--- config.mk ---
export PLATFORM = sky130hd
export DESIGN_NAME = uart_command_frame_receiver
export DESIGN_NICKNAME = d
export VERILOG_FILES = /design/src/hdl/ucfr_pkg.sv /design/src/hdl/ucfr_frame_store.sv /design/src/hdl/ucfr_step_logic.sv /design/src/hdl/uart_command_frame_receiver.sv
export SDC_FILE = /design/constraint.sdc
export NUM_CORES = 1
export LEC_CHECK = 0
export ABC_CLOCK_PERIOD_IN_PS = 3500
export BUFFER_PORTS_ARGS = -buffer_cell sky130_fd_sc_hd__buf_2
export CAP_MARGIN = 5
export CORE_MARGIN = 4
export CORE_UTILIZATION = 55
export DETAILED_ROUTE_END_ITERATION = 6
export GPL_TIMING_DRIVEN = 0
export PLACE_DENSITY = 0.7
export RECOVER_POWER = 100
export SYNTH_ARGS = -nofsm -noshare
export SYNTH_HDL_FRONTEND = slang
export SYNTH_HIERARCHICAL = 1
export SYNTH_SLANG_ARGS = --single-unit
--- constraint.sdc ---
create_clock -name clk -period 3.5 [get_ports clk]
set_input_delay 0.175 -clock clk [delete_from_list [all_inputs] [get_ports clk]]
set_output_delay 0.175 -clock clk [all_outputs]
set_load 0.02 [all_outputs]
--- src/hdl/ucfr_pkg.sv ---
// Shared types, codes and constants for the UART command frame receiver.
// No dependencies; ucfr_step_logic and the top level in hdl import this package.
`default_nettype none

package ucfr_pkg;

	// Frame store geometry
	localparam int STORE_DEPTH = 32;
	localparam int IDX_W       = $clog2(STORE_DEPTH);
	localparam int POS_W       = $clog2(STORE_DEPTH + 1);
	localparam int COUNT_W     = 7;
	localparam logic [COUNT_W-1:0] COUNT_MAX = '1;

	// Field widths fixed by the interface
	localparam int BYTE_W  = 8;
	localparam int RIDX_W  = 5;

	// Special characters
	localparam logic [BYTE_W-1:0] CH_RESTART = 8'h52;  // 'R'
	localparam logic [BYTE_W-1:0] CH_ACK     = 8'h41;  // 'A'
	localparam logic [BYTE_W-1:0] CH_LF      = 8'h0A;
	localparam logic [BYTE_W-1:0] CH_CR      = 8'h0D;

	// Position where only 'A' may complete a frame
	localparam logic [POS_W-1:0] POS_ACK = POS_W'(3);

	// Mode register codes
	localparam logic [1:0] MODE_RECEIVE = 2'd0;
	localparam logic [1:0] MODE_FORWARD = 2'd2;

	typedef enum logic [1:0] {
		OP_RX      = 2'd0,
		OP_RELEASE = 2'd1,
		OP_READ    = 2'd2
	} op_t;

	typedef enum logic [2:0] {
		ST_STORED    = 3'd0,
		ST_DONE_A    = 3'd1,
		ST_DONE_CRLF = 3'd2,
		ST_OVERFLOW  = 3'd3,
		ST_IGNORED   = 3'd4,
		ST_FORWARD   = 3'd5,
		ST_RELEASE   = 3'd6,
		ST_READ      = 3'd7
	} status_t;

	// One input item
	typedef struct packed {
		logic [1:0]        operation;
		logic [BYTE_W-1:0] rx_byte;
		logic [RIDX_W-1:0] read_index;
	} item_t;

	// One result item
	typedef struct packed {
		status_t           status;
		logic [COUNT_W-1:0] frame_length;
		logic              frame_pending;
		logic [BYTE_W-1:0] read_data;
		logic              forward_valid;
		logic [BYTE_W-1:0] forward_byte;
	} result_t;

	// Receiver control state
	typedef struct packed {
		logic [POS_W-1:0]   write_position;
		logic [COUNT_W-1:0] byte_count;
		logic               pending;
		logic [BYTE_W-1:0]  last_byte;   // byte most recently stored
	} state_t;

	// Store write request
	typedef struct packed {
		logic              we;
		logic [IDX_W-1:0]  addr;
		logic [BYTE_W-1:0] data;
	} wr_t;

endpackage

`default_nettype wire

--- src/hdl/ucfr_frame_store.sv ---
// Generic RAM: one write port and one registered read port, contents not reset.
// No dependencies; the frame store is an instance of it.
`default_nettype none

module ucfr_frame_store #(
	parameter int WIDTH = 8,
	parameter int DEPTH = 32
) (
	input  wire logic                     clk,
	input  wire logic                     we,
	input  wire logic [$clog2(DEPTH)-1:0] waddr,
	input  wire logic [WIDTH-1:0]         wdata,
	input  wire logic                     re,
	input  wire logic [$clog2(DEPTH)-1:0] raddr,
	output logic [WIDTH-1:0]              rdata
);

	logic [WIDTH-1:0] mem_q [DEPTH];
	logic [WIDTH-1:0] rd_q;

	// Write port, contents undefined until written; read returns the old word
	always_ff @(posedge clk) begin
		if (we) begin
			mem_q[waddr] <= wdata;
		end
		if (re) begin
			rd_q <= mem_q[raddr];
		end
	end

	assign rdata = rd_q;

endmodule

`default_nettype wire

--- src/hdl/ucfr_step_logic.sv ---
// Per-item decision logic: result fields, next control state and store write.
// Depends on ucfr_pkg.
`default_nettype none

module ucfr_step_logic
	import ucfr_pkg::*;
(
	input  wire item_t             item,
	input  wire state_t            cur,
	input  wire logic [1:0]        mode,
	input  wire logic [BYTE_W-1:0] store_rdata,
	output state_t                 nxt,
	output result_t                res,
	output wr_t                    wr
);

	logic [POS_W-1:0]   base_pos;
	logic [COUNT_W-1:0] base_cnt;
	logic               restart;
	logic [COUNT_W-1:0] cnt_inc;

	// Restart rewinds position and count before the 'R' is stored
	assign restart  = (item.rx_byte == CH_RESTART);
	assign base_pos = restart ? '0 : cur.write_position;
	assign base_cnt = restart ? '0 : cur.byte_count;
	assign cnt_inc  = (base_cnt == COUNT_MAX) ? base_cnt : base_cnt + COUNT_W'(1);

	always_comb begin
		nxt = cur;
		res = '0;
		res.status = ST_IGNORED;
		wr = '0;
		wr.addr = IDX_W'(base_pos);
		wr.data = item.rx_byte;

		case (item.operation)
			OP_RX: begin
				if (mode == MODE_FORWARD) begin
					res.status        = ST_FORWARD;
					res.forward_valid = 1'b1;
					res.forward_byte  = item.rx_byte;
				end else if (mode == MODE_RECEIVE && !cur.pending) begin
					if (!restart && 32'(cur.write_position) >= 32'(STORE_DEPTH)) begin
						// store full: drop byte, close an empty frame
						nxt.write_position = '0;
						nxt.byte_count     = '0;
						nxt.pending        = 1'b1;
						res.status         = ST_OVERFLOW;
					end else begin
						// every other path stores the byte
						wr.we              = 1'b1;
						nxt.write_position = base_pos + POS_W'(1);
						nxt.byte_count     = cnt_inc;
						nxt.last_byte      = item.rx_byte;
						res.status         = ST_STORED;
						if (!restart && cur.write_position == POS_ACK) begin
							if (item.rx_byte == CH_ACK) begin
								nxt.write_position = '0;
								nxt.pending        = 1'b1;
								res.status         = ST_DONE_A;
							end
						end else if (!restart && item.rx_byte == CH_LF &&
							cur.write_position > POS_W'(1) && cur.last_byte == CH_CR) begin
							nxt.write_position = '0;
							nxt.pending        = 1'b1;
							res.status         = ST_DONE_CRLF;
						end
					end
				end
			end
			OP_RELEASE: begin
				nxt.pending = 1'b0;
				res.status  = ST_RELEASE;
			end
			OP_READ: begin
				res.status    = ST_READ;
				res.read_data = store_rdata;
			end
			default: begin
				res.status = ST_IGNORED;
			end
		endcase

		res.frame_length  = nxt.byte_count;
		res.frame_pending = nxt.pending;
	end

endmodule

`default_nettype wire

--- src/hdl/uart_command_frame_receiver.sv ---
// UART command frame receiver, top level.
// Pipeline: input register (s1), then result register; a result can be taken only after
// the item has passed both.
// Throughput: one item per cycle while out_ready is high; while a result waits on out_ready
// the input register still takes one item, then in_ready stays low until out_ready returns.
// Reset (arst_n low): pipeline empty, position, count and pending cleared, mode 0.
// Frame store contents are not reset and are undefined until written.
// Depends on ucfr_pkg, ucfr_frame_store and ucfr_step_logic.
`default_nettype none

module uart_command_frame_receiver
	import ucfr_pkg::*;
(
	input  wire logic              clk,
	input  wire logic              arst_n,
	// configuration
	input  wire logic              cfg_we,
	input  wire logic [1:0]        cfg_wdata,
	// input channel
	input  wire logic              in_valid,
	output logic                   in_ready,
	input  wire logic [1:0]        operation,
	input  wire logic [BYTE_W-1:0] rx_byte,
	input  wire logic [RIDX_W-1:0] read_index,
	// result channel
	output logic                   out_valid,
	input  wire logic              out_ready,
	output logic [2:0]             status,
	output logic [COUNT_W-1:0]     frame_length,
	output logic                   frame_pending,
	output logic [BYTE_W-1:0]      read_data,
	output logic                   forward_valid,
	output logic [BYTE_W-1:0]      forward_byte
);

	logic [1:0]        mode_q;
	item_t             item_s1;
	logic              vld_s1;
	logic              rd_ok_s1;
	logic              byp_s1;
	logic [BYTE_W-1:0] byp_data_s1;
	result_t           result_q;
	logic              out_vld_q;
	state_t            state_q;
	state_t            state_nxt;
	result_t           result_nxt;
	wr_t               store_wr;
	logic              store_we;
	logic              in_xfer;
	logic [IDX_W-1:0]  rd_addr;
	logic [BYTE_W-1:0] ram_rdata;
	logic [BYTE_W-1:0] store_rdata;
	logic              advance;

	// Handshake: s1 moves on when the result register is free or being drained
	assign advance  = vld_s1 && (!out_vld_q || out_ready);
	assign in_ready = !vld_s1 || advance;
	assign in_xfer  = in_valid && in_ready;

	// Mode register
	always_ff @(posedge clk or negedge arst_n) begin
		if (!arst_n) begin
			mode_q <= MODE_RECEIVE;
		end else if (cfg_we) begin
			mode_q <= cfg_wdata;
		end
	end

	// Input register
	always_ff @(posedge clk or negedge arst_n) begin
		if (!arst_n) begin
			vld_s1 <= 1'b0;
		end else if (in_ready) begin
			vld_s1 <= in_valid;
		end
	end

	// Payload, read range and write bypass are captured with the transfer
	always_ff @(posedge clk) begin
		if (in_xfer) begin
			item_s1     <= '{operation: operation, rx_byte: rx_byte, read_index: read_index};
			rd_ok_s1    <= (32'(read_index) < 32'(STORE_DEPTH));
			byp_s1      <= store_we && (store_wr.addr == rd_addr);
			byp_data_s1 <= store_wr.data;
		end
	end

	// Frame store; read is issued at the input transfer, data lands with s1
	assign store_we = store_wr.we && advance;
	assign rd_addr  = IDX_W'(read_index);

	ucfr_frame_store #(
		.WIDTH (BYTE_W),
		.DEPTH (STORE_DEPTH)
	) u_store (
		.clk   (clk),
		.we    (store_we),
		.waddr (store_wr.addr),
		.wdata (store_wr.data),
		.re    (in_xfer),
		.raddr (rd_addr),
		.rdata (ram_rdata)
	);

	// Byte written at the same edge as the read comes from the bypass
	assign store_rdata = !rd_ok_s1 ? '0 : (byp_s1 ? byp_data_s1 : ram_rdata);

	// Decision logic for the item in s1
	ucfr_step_logic u_step (
		.item        (item_s1),
		.cur         (state_q),
		.mode        (mode_q),
		.store_rdata (store_rdata),
		.nxt         (state_nxt),
		.res         (result_nxt),
		.wr          (store_wr)
	);

	// Control state commits when the item leaves s1
	always_ff @(posedge clk or negedge arst_n) begin
		if (!arst_n) begin
			state_q <= '0;
		end else if (advance) begin
			state_q <= state_nxt;
		end
	end

	// Result register
	always_ff @(posedge clk or negedge arst_n) begin
		if (!arst_n) begin
			out_vld_q <= 1'b0;
		end else if (advance) begin
			out_vld_q <= 1'b1;
		end else if (out_ready) begin
			out_vld_q <= 1'b0;
		end
	end

	always_ff @(posedge clk) begin
		if (advance) begin
			result_q <= result_nxt;
		end
	end

	assign out_valid     = out_vld_q;
	assign status        = result_q.status;
	assign frame_length  = result_q.frame_length;
	assign frame_pending = result_q.frame_pending;
	assign read_data     = result_q.read_data;
	assign forward_valid = result_q.forward_valid;
	assign forward_byte  = result_q.forward_byte;

endmodule

`default_nettype wire

Word level (Yosys, flattened, before mapping)
Memory sizes are Yosys's and may differ from the RTL's. A register that Yosys moved wholly into a read port is not among the register bits.
Cells that the tools add are included.
{"block": "totals", "mem_bits_rw": 256, "inputBits": 22, "ff_bits": 73, "mem_count": 1, "elab_cells": 88, "out_inout_bits": 30}
{"block": "op_classes", "n_mux": 32, "eq_ne": 10, "n_addsub": 2, "reduce_logical": 22, "n_bitwise": 2, "magnitude_cmp": 2}
{"name": "u_store.mem_q", "words": 32, "word_bits": 8, "rd": 1, "rd_clocked_by_memory_dff": 1, "write_ports": 1, "line_no": "ucfr_frame_store.sv:18", "source": "logic [WIDTH-1:0] mem_q [DEPTH];"}
{"operator": "$mux 16", "count": 2}
{"operator": "$mux 6", "count": 4}
{"operator": "$mux 7", "count": 3}
{"operator": "$eq 8x4->1 const B", "count": 2}
{"operator": "$eq 8x7->1 const B", "count": 2}
{"operator": "$mux 8", "count": 2}
{"operator": "$mux 14", "count": 1}
{"operator": "$mux 1", "count": 12}
{"operator": "$logic_and 1x1->1", "count": 10}
{"operator": "$mux 3", "count": 3}
{"operator": "$mux 9", "count": 1}
{"operator": "$pmux 3 s3", "count": 1}
{"operator": "$add 7x1->7 const B", "count": 1}
{"operator": "$eq 7x7->1 const B", "count": 1}
{"operator": "$add 6x1->6 const B", "count": 1}
{"operator": "$eq 6x2->1 const B", "count": 1}
{"operator": "$ge 6x6->1 const B", "count": 1}
{"operator": "$gt 6x1->1 const B", "count": 1}
{"operator": "$eq 5x5->1", "count": 1}
{"operator": "$reduce_and 5->1", "count": 1}
{"operator": "$eq 2x2->1 const B", "count": 2}
{"operator": "$logic_not 1->1", "count": 4}
{"operator": "$logic_not 2->1", "count": 2}
{"operator": "$mux 2", "count": 2}
{"operator": "other kinds (7)", "count": 9}

Depth between registers and ports, before layout
Gate-level depths: netlist of run 1.
{"block": "logic_depth", "ltp_word": 11, "ltp_mapped": 12, "depth_no_buf": 10}

By module
The synthesis of run 1 kept the hierarchy.
{"mod": "ucfr_frame_store", "n_inst": 1, "seq_area_each_um2": 7927.6, "cells_per_inst": 417, "area_each_um2": 10133.5}
{"mod": "uart_command_frame_receiver", "n_inst": 1, "seq_area_each_um2": 2212.1, "cells_per_inst": 130, "area_each_um2": 2791.4}
{"mod": "ucfr_step_logic", "n_inst": 1, "seq_area_each_um2": 0.0, "cells_per_inst": 178, "area_each_um2": 1049.8}

Least setup slack after synthesis of run 1
OpenSTA, ideal clock, no wires.
{"block": "synth_path", "path_type": "register to register", "start": "register item_s1[14] in the netlist's numbering", "end": "memory u_store.mem_q[28][0] (enable)", "path_slack_ns": 0.398, "path_buffers": 1, "required_time_ns": 3.130, "synth_period_minus_slack_ns": 3.102, "setup_ns": 0.370, "arrival_ns": 2.732, "path_stages_with_launch": 11, "path_cell_list": "edfxtp_1 inv_1 ha_1 nor4b_1 o21ai_2 inv_2 inv_1 nor2_1 or3b_2 clkbuf_1 nor2_1"}
{"element": "start, declared", "line_no": "uart_command_frame_receiver.sv:37", "source": "item_t item_s1;"}
{"element": "start signal, assigned", "line_no": "uart_command_frame_receiver.sv:81", "source": "item_s1 <= '{operation: operation, rx_byte: rx_byte, read_index: read_index};"}
{"element": "end, declared", "line_no": "ucfr_frame_store.sv:18"}

==> results of run 1 <==
## registers in the layout, indices dropped and copies added, names as in the netlist
signal	count
forward_valid	1
frame_length	7
vld_s1	1
item_s1	10
u_store/rdata	8
forward_byte	8
frame_pending	1
status	3
state_q	22
mode_q	2
out_valid	1
u_store/mem_q	256
byp_data_s1	8
read_data	8
byp_s1	1
## per-layer routing
| metal | vias up | wire length (um) | global-route usage |
|---|---|---|---|
| met5 | - | 0 | 0 |
| met4 | 0 | 603 | 0.0580 |
| met3 | 48 | 2460 | 0.0526 |
| met2 | 311 | 14300 | 0.337 |
| met1 | 3716 | 12200 | 0.305 |
| li1 | 3099 | - | - |
## metrics by stage
stage / area (um^2) / std cells / hold slack, ns / utilization / total power [mW]
floorplan: 13800 / 720 / -0.121 / - / 5.43
finish: 15900 / 1184 / 0.138 / 0.646 / 9.17
global route: 15900 / 1184 / 0.145 / 0.646 / 9.52
detailed placement: 14500 / 1095 / 0.223 / 0.590 / 5.71
global placement: 14500 / 1095 / 0.216 / 0.590 / 5.66
CTS: 15900 / 1176 / 0.133 / 0.648 / 9.29
## worst reg2reg max path, stage by stage (launching register included)
cell and delay, ns:
edfxtp_1 0.49, and3b_1 0.24, and4b_1 0.19, buf_2 0.20, clkbuf_2 0.23, nor2_1 0.68
nand3b_1 0.43, nor2_2 0.53
## repair_timing
| item | CTS | global route |
|---|---|---|
| resized for setup | 41 | 29 |
| hold endpoints to repair | 40 | 0 |
| pin swaps | 0 | 1 |
| buffers inserted | 0 | 7 |
| hold buffers | 18 | 0 |
| endpoints found under the setup margin | 256 | 264 |
## cell type report
class,instances,area share
buffer,44,0.0150
clock buffer,44,0.0587
clock inverter,20,0.0115
inverter,13,0.00308
multi-input combinational,325,0.229
sequential,337,0.630
tap,324,0.0256
timing repair buffer,77,0.0274
## power breakdown
group | internal, mW | switching (mW) | leakage [nW]
Sequential | 4.58 | 0.126 | 3.17
Combinational | 0.390 | 0.520 | 1.51
Clock | 2.06 | 1.49 | 0.552
Total | 7.03 | 2.14 | 5.23
## path summary, 6_finish.rpt
check | startpoint | end
worst max-delay path | item_s1[9]$_DFFE_PP_ | u_store/mem_q[25][3]$_DFFE_PP_
worst min-delay path | read_index[3] | byp_s1$_DFFE_PP_
worst max register to register | item_s1[9]$_DFFE_PP_ | u_store/mem_q[25][3]$_DFFE_PP_
worst min register to register | state_q[21]$_DFFE_PN0P_ | state_q[21]$_DFFE_PN0P_
max in group asynchronous | arst_n | state_q[20]$_DFFE_PN0P_
min in group asynchronous | arst_n | state_q[16]$_DFFE_PN0P_
==> results.tsv, run 1 <==
stage	metric	value	unit
cts	CTS sink count	337	
logic_synthesis	Synth Cell Area	0.0138	mm^2
layout	share of layout cells above drive strength 1	0.285	
run_status	violated checks	max-capacitance violations, max-slew violations	
job	max cap viols	8	
placed_design	GPL Wtd Cong	0.838	
timing	sum of negative setup slack	0	ns
setup_path	startpoint class of the critical path	flop	
global_routing	gr ovfl total	0	
placed_design	Placement Setup Slack	-0.532	ns
setup_path	FF-to-FF path depth	7	
setup_path	cells along the critical path	and3b_1 > and4b_1 > buf_2 > clkbuf_2 > nor2_1 > nand3b_1 > nor2_2	
power	peak supply drop	461	uV
timing	fin. max-slew vios	238	
die	Die Ht	167	um
timing	fin crit period	3.36	ns
die	die area	0.0277	mm^2
global_routing	vias in the first global route	7389	
drt	vias per std cell	6.06	
logic_synthesis	Net Count, Synth	748	
setup_path	Crit path arrival time	3.51	ns
min_path	Hold Crit Class	in -> reg	
layout	Final nets	862	
layout	Register Area	0.00999	mm^2
global_routing	GRT Total Usage	0.214	
timing	fmax	0.298	GHz
timing	Worst slew margin	-0.197	
setup_path	CP max FO	10	
drt	DRT Pass-1 Iters	5	
setup_path	CP endpoint kind	flop	
timing	Worst Tran Pin Value	1.80	ns
cts	CTS Buffer Depth	3	
cts	Root Buffer	clkbuf_16	
die	Core Area	0.0245	mm^2
setup_path	Worst EP required	3.65	ns
min_path	WHS Path Cells	4	
cts	Num CTS Buffers	36	
layout	fillers	1689	
global_routing	global-route wire length before repair	44900	um
placed_design	Port Buffers	51	
die	Starting Density	0.563	
layout	footprint of the multi-input gates	0.00363	mm^2
layout	most common cell after layout, fill and taps aside	edfxtp_1	
setup_path	CP max stage delay	0.68	ns
setup_path	Slowest-stage cell, CP	nor2_1	
die	DIE WIDTH	167	um
logic_synthesis	Syn Area/Cell	19.2	um^2
setup_path	CP Class	reg -> reg	
cts	Clock Latency Late Sink	0.53	ns
die	# IOs	52	
power	PD cells	578	mW/mm^2
cts	Worst-path clk slew	0.06	ns
timing	final hold vios	0	
cts	H-Tree Depth	2	
setup_path	Crit. path cell count	7	
drt	vias post-DR	7174	
timing	RSZ-0062 raised after global routing	no	
timing	final period utilization	0.960	
timing	Setup WS post-layout	0.139	ns
timing	final setup violation count	0	
run_status	status	complete, but fails checks	
setup_path	WP buf/inv	2	
global_routing	largest net degree at the start of global routing	34	
die	Cell Rows	57	
placed_design	Post-DP HPWL	18600	um
global_routing	initial antenna violation count	0	
logic_synthesis	Post-Synthesis Cells	720	
setup_path	family with the most delay on the worst path	simple AND/OR/NAND/NOR gates	
drt	final antenna-violating net count	0	
logic_synthesis	Warnings, synthesis	6	
layout	diodes inserted	0	
layout	Area Overhead vs Synth	14.7	%
layout	most frequent cells in the layout	edfxtp_1 (311), mux4_2 (80), clkbuf_1 (63)	
drt	1st-iter DRT viols	616	
power	Static Leak	5.23	nW
drt	Post-Route WL	29600	um
timing	Final Skew	0.0231	ns
drt	DRC viols	0	
drt	routed wire length per instance	25.0	um
cts	CTS tree	yes	
setup_path	worst reg-to-reg setup slack	0.14	ns
Note: power is estimated with default switching activity, not from simulation.
==> inputs of run 2 (changes only) <==
--- a/config.mk
+++ b/config.mk
@@ -9,10 +9,10 @@
 export BUFFER_PORTS_ARGS = -buffer_cell sky130_fd_sc_hd__buf_2
 export CAP_MARGIN = 5
 export CORE_MARGIN = 4
-export CORE_UTILIZATION = 55
+export CORE_UTILIZATION = 61
 export DETAILED_ROUTE_END_ITERATION = 6
 export GPL_TIMING_DRIVEN = 0
-export PLACE_DENSITY = 0.7
+export PLACE_DENSITY = 0.91
 export RECOVER_POWER = 100
 export SYNTH_ARGS = -nofsm -noshare
 export SYNTH_HDL_FRONTEND = slang
==> run 2 against run 1 <==
The flow still finishes with violations (max-capacitance violations, max-slew violations). Clock-buffer cell count fell by 3. Non-clock buffer count rose by 5. Final cell count fell by 4.1%. Critical endpoint is now frame_length[5]$_DFFE_PP_. Design area fell by 0.40%. Power rose by 0.53%. Largest power group unchanged.
==> results.tsv, run 2 (synthesized netlist as in run 1, its figures left out) <==
stage	metric	value	unit	change
min_path	Hold Crit Class	in -> reg		
timing	final hold slack	0.178	ns	+0.0393 ns
global_routing	global-route wire length before repair	49600	um	+11%
drt	vias per std cell	6.71		+11%
global_routing	grt met3 use	0.0514		-0.00125
cts	CTS sink count	337		unchanged
timing	Worst slew margin	-0.184		+0.0129
global_routing	initial antenna violation count	0		unchanged
setup_path	CP max FO	10		unchanged
drt	DRT Pass-1 Iters	5		unchanged
cts	Root Buffer	clkbuf_16		
layout	final core occ	0.717		+0.0707
die	Die Ht	159	um	-4.8%
global_routing	global route hottest layer	met2		
run_status	violated checks	max-capacitance violations, max-slew violations		
global_routing	largest net degree at the start of global routing	34		unchanged
global_routing	GRT Total Usage	0.270		+0.0568
placed_design	Placed Area	0.0144	mm^2	-0.38%
timing	final setup violation count	0		unchanged
layout	share of layout cells above drive strength 1	0.275		-0.0100
setup_path	Crit path arrival time	3.80	ns	+0.29 ns
power	Static Leak	5.23	nW	about the same
setup_path	startpoint class of the critical path	flop		
cts	Clock Latency Late Sink	0.52	ns	about the same
min_path	hold_sp	read_index[1]		
min_path	WHS Path Cells	4		unchanged
min_path	Hold EP	byp_s1$_DFFE_PP_		
timing	fin crit period	3.42	ns	+0.0582 ns
timing	Final Skew	0.0323	ns	+0.00925 ns
setup_path	worst reg-to-reg setup slack	0.08	ns	-0.06 ns
placed_design	Post-DP HPWL	18600	um	-0.35%
layout	Area Overhead vs Synth	14.3	%	
die	# IOs	52		unchanged
die	Cell Rows	54		-5.3%
layout	most common cell after layout, fill and taps aside	edfxtp_1		
cts	H-Tree Depth	2		unchanged
setup_path	CP max stage delay	0.50	ns	-0.18 ns
cts	CTS tree	yes		
layout	top flop regs	u_store/mem_q: 256 flops, state_q: 22 flops, item_s1: 10 flops		
die	die area	0.0251	mm^2	-9.4%
die	Starting Density	0.628		+0.0641
setup_path	CP Class	reg -> reg		
power	PD cells	584	mW/mm^2	+0.93%
power	peak supply drop	451	uV	-2.2%
drt	routed wire length per instance	29.1	um	+16%
drt	final antenna-violating net count	0		unchanged
setup_path	FF-to-FF path depth	12		+5
drt	DRC viols	0		unchanged
cts	Num CTS Buffers	34		-5.6%
setup_path	Slowest-stage cell, CP	edfxtp_1		
cts	CTS Buffer Depth	3		unchanged
global_routing	vias in the first global route	7722		+4.5%
global_routing	met2 GRT Util	0.458		+0.122
layout	Largest Register	u_store/mem_q		
global_routing	M1 GR Usage	0.362		+0.0573
setup_path	worst r2r dst	frame_length[5]$_DFFE_PP_		
layout	max reg flops	256		unchanged
layout	Final nets	865		+0.35%
layout	most frequent cells in the layout	edfxtp_1 (311), mux4_2 (80), clkbuf_1 (60)		
timing	Worst Tran Pin Value	1.78	ns	-0.0203 ns
job	max cap viols	8		unchanged
setup_path	CP endpoint kind	flop		
run_status	status	complete, but fails checks		
die	DIE WIDTH	159	um	-4.8%
timing	fin. max-slew vios	259		+8.8%
placed_design	Port Buffers	51		unchanged
timing	final period utilization	0.977		+0.0166
timing	fmax	0.292	GHz	-1.7%
die	Core Area	0.0220	mm^2	-10%
layout	post-route cell area	0.0158	mm^2	-0.40%
timing	RSZ-0062 raised after global routing	no		
drt	vias post-DR	7625		+6.3%
setup_path	Worst EP required	3.88	ns	+0.23 ns
drt	Post-Route WL	33100	um	+12%
power	Tot Pwr	9.22	mW	+0.53%
global_routing	gr ovfl total	0		unchanged
drt	1st-iter DRT viols	1107		+80%
timing	final hold vios	0		unchanged
setup_path	cells along the critical path	and3b_1 > and4b_1 > buf_2 > buf_2 > nor2b_1 > ha_1 > nand4_1 > or3_1 > buf_2 > a311o_1 > a21oi_1 > buf_4		
cts	Worst-path clk slew	0.06	ns	about the same
setup_path	r2r startpoint	item_s1[6]$_DFFE_PP_		
setup_path	cell repeated most along the worst path	buf_2		
placed_design	GPL Wtd Cong	0.858		+2.4%
-- run 2: changes by cell type in the layout (fill, tap and decap cells not counted), moves of 5 or more --
cell	previous run	this run
and2_0	9	15
nor2_4	17	12
clkinv_2	9	2
mux2_2	23	16
nor2_2	15	20
mux2_1	15	20
and2_1	8	2
-- run 2: final cells by class --
cell class                      instances  area [um^2]
Antenna cell                            1         2.50
Buffer                                 44          238
Tap cell                              280          350
Multi-Input combinational cell        325         3610
Clock inverter                         13          161
Sequential cell                       337         9990
Fill cell                            1254         6230
Timing Repair Buffer                   82          497
Inverter                               13         51.3
Clock buffer                           41          898
-- run 2: worst max path at each step --
stage	from	endpoint	cells after the start
floorplan	item_s1[14]$_DFFE_PP_	u_store/mem_q[28][0]$_DFFE_PP_	10
global placement	item_s1[14]$_DFFE_PP_	u_store/mem_q[8][7]$_DFFE_PP_	10
detailed placement	item_s1[14]$_DFFE_PP_	u_store/mem_q[8][3]$_DFFE_PP_	10
CTS	item_s1[10]$_DFFE_PP_	u_store/mem_q[11][2]$_DFFE_PP_	9
global route	item_s1[10]$_DFFE_PP_	state_q[12]$_DFFE_PN0P_	12
finish	item_s1[6]$_DFFE_PP_	frame_length[5]$_DFFE_PP_	12
-- run 2: metrics by stage --
stage	setup slack, ns	std cells	TNS (ns)
2_1_floorplan	0.398	720	0
3_3_place_gp	-0.402	1051	-39.35
3_5_place_dp	-0.568	1051	-78.50
4_1_cts	0.0157	1128	0
5_1_grt	0.0121	1135	0
6_report	0.0806	1136	0
-- run 2: what timing repair did --
| action | in CTS | in global routing |
|---|---|---|
| hold endpoints to repair | 40 | 0 |
| pin swaps | 0 | 3 |
| resized for setup | 58 | 11 |
| hold buffers | 18 | 0 |
| endpoints found under the setup margin | 258 | 230 |
| setup buffers | 6 | 7 |
-- run 2: worst max-delay path: cells and delay by family (launching register included) --
kind / cells / cell delay (ns)
adders and majority gates: 1 / 0.29
DFF: 1 / 0.50
AOI/OAI and AO/OA: 2 / 0.56
and+or+nand+nor: 5 / 1.19
buffers and inverters: 4 / 0.75
-- run 2: power breakdown --
group	switching, mW	internal (mW)
clock	1.43	2.11
combinational	0.576	0.401
sequential	0.132	4.58
total	2.13	7.09
-- run 2: layer usage --
metal,vias up,share of wire
li1,3095,-
met1,3930,0.36
met2,515,0.51
met3,85,0.090
met4,0,0.032
met5,-,0
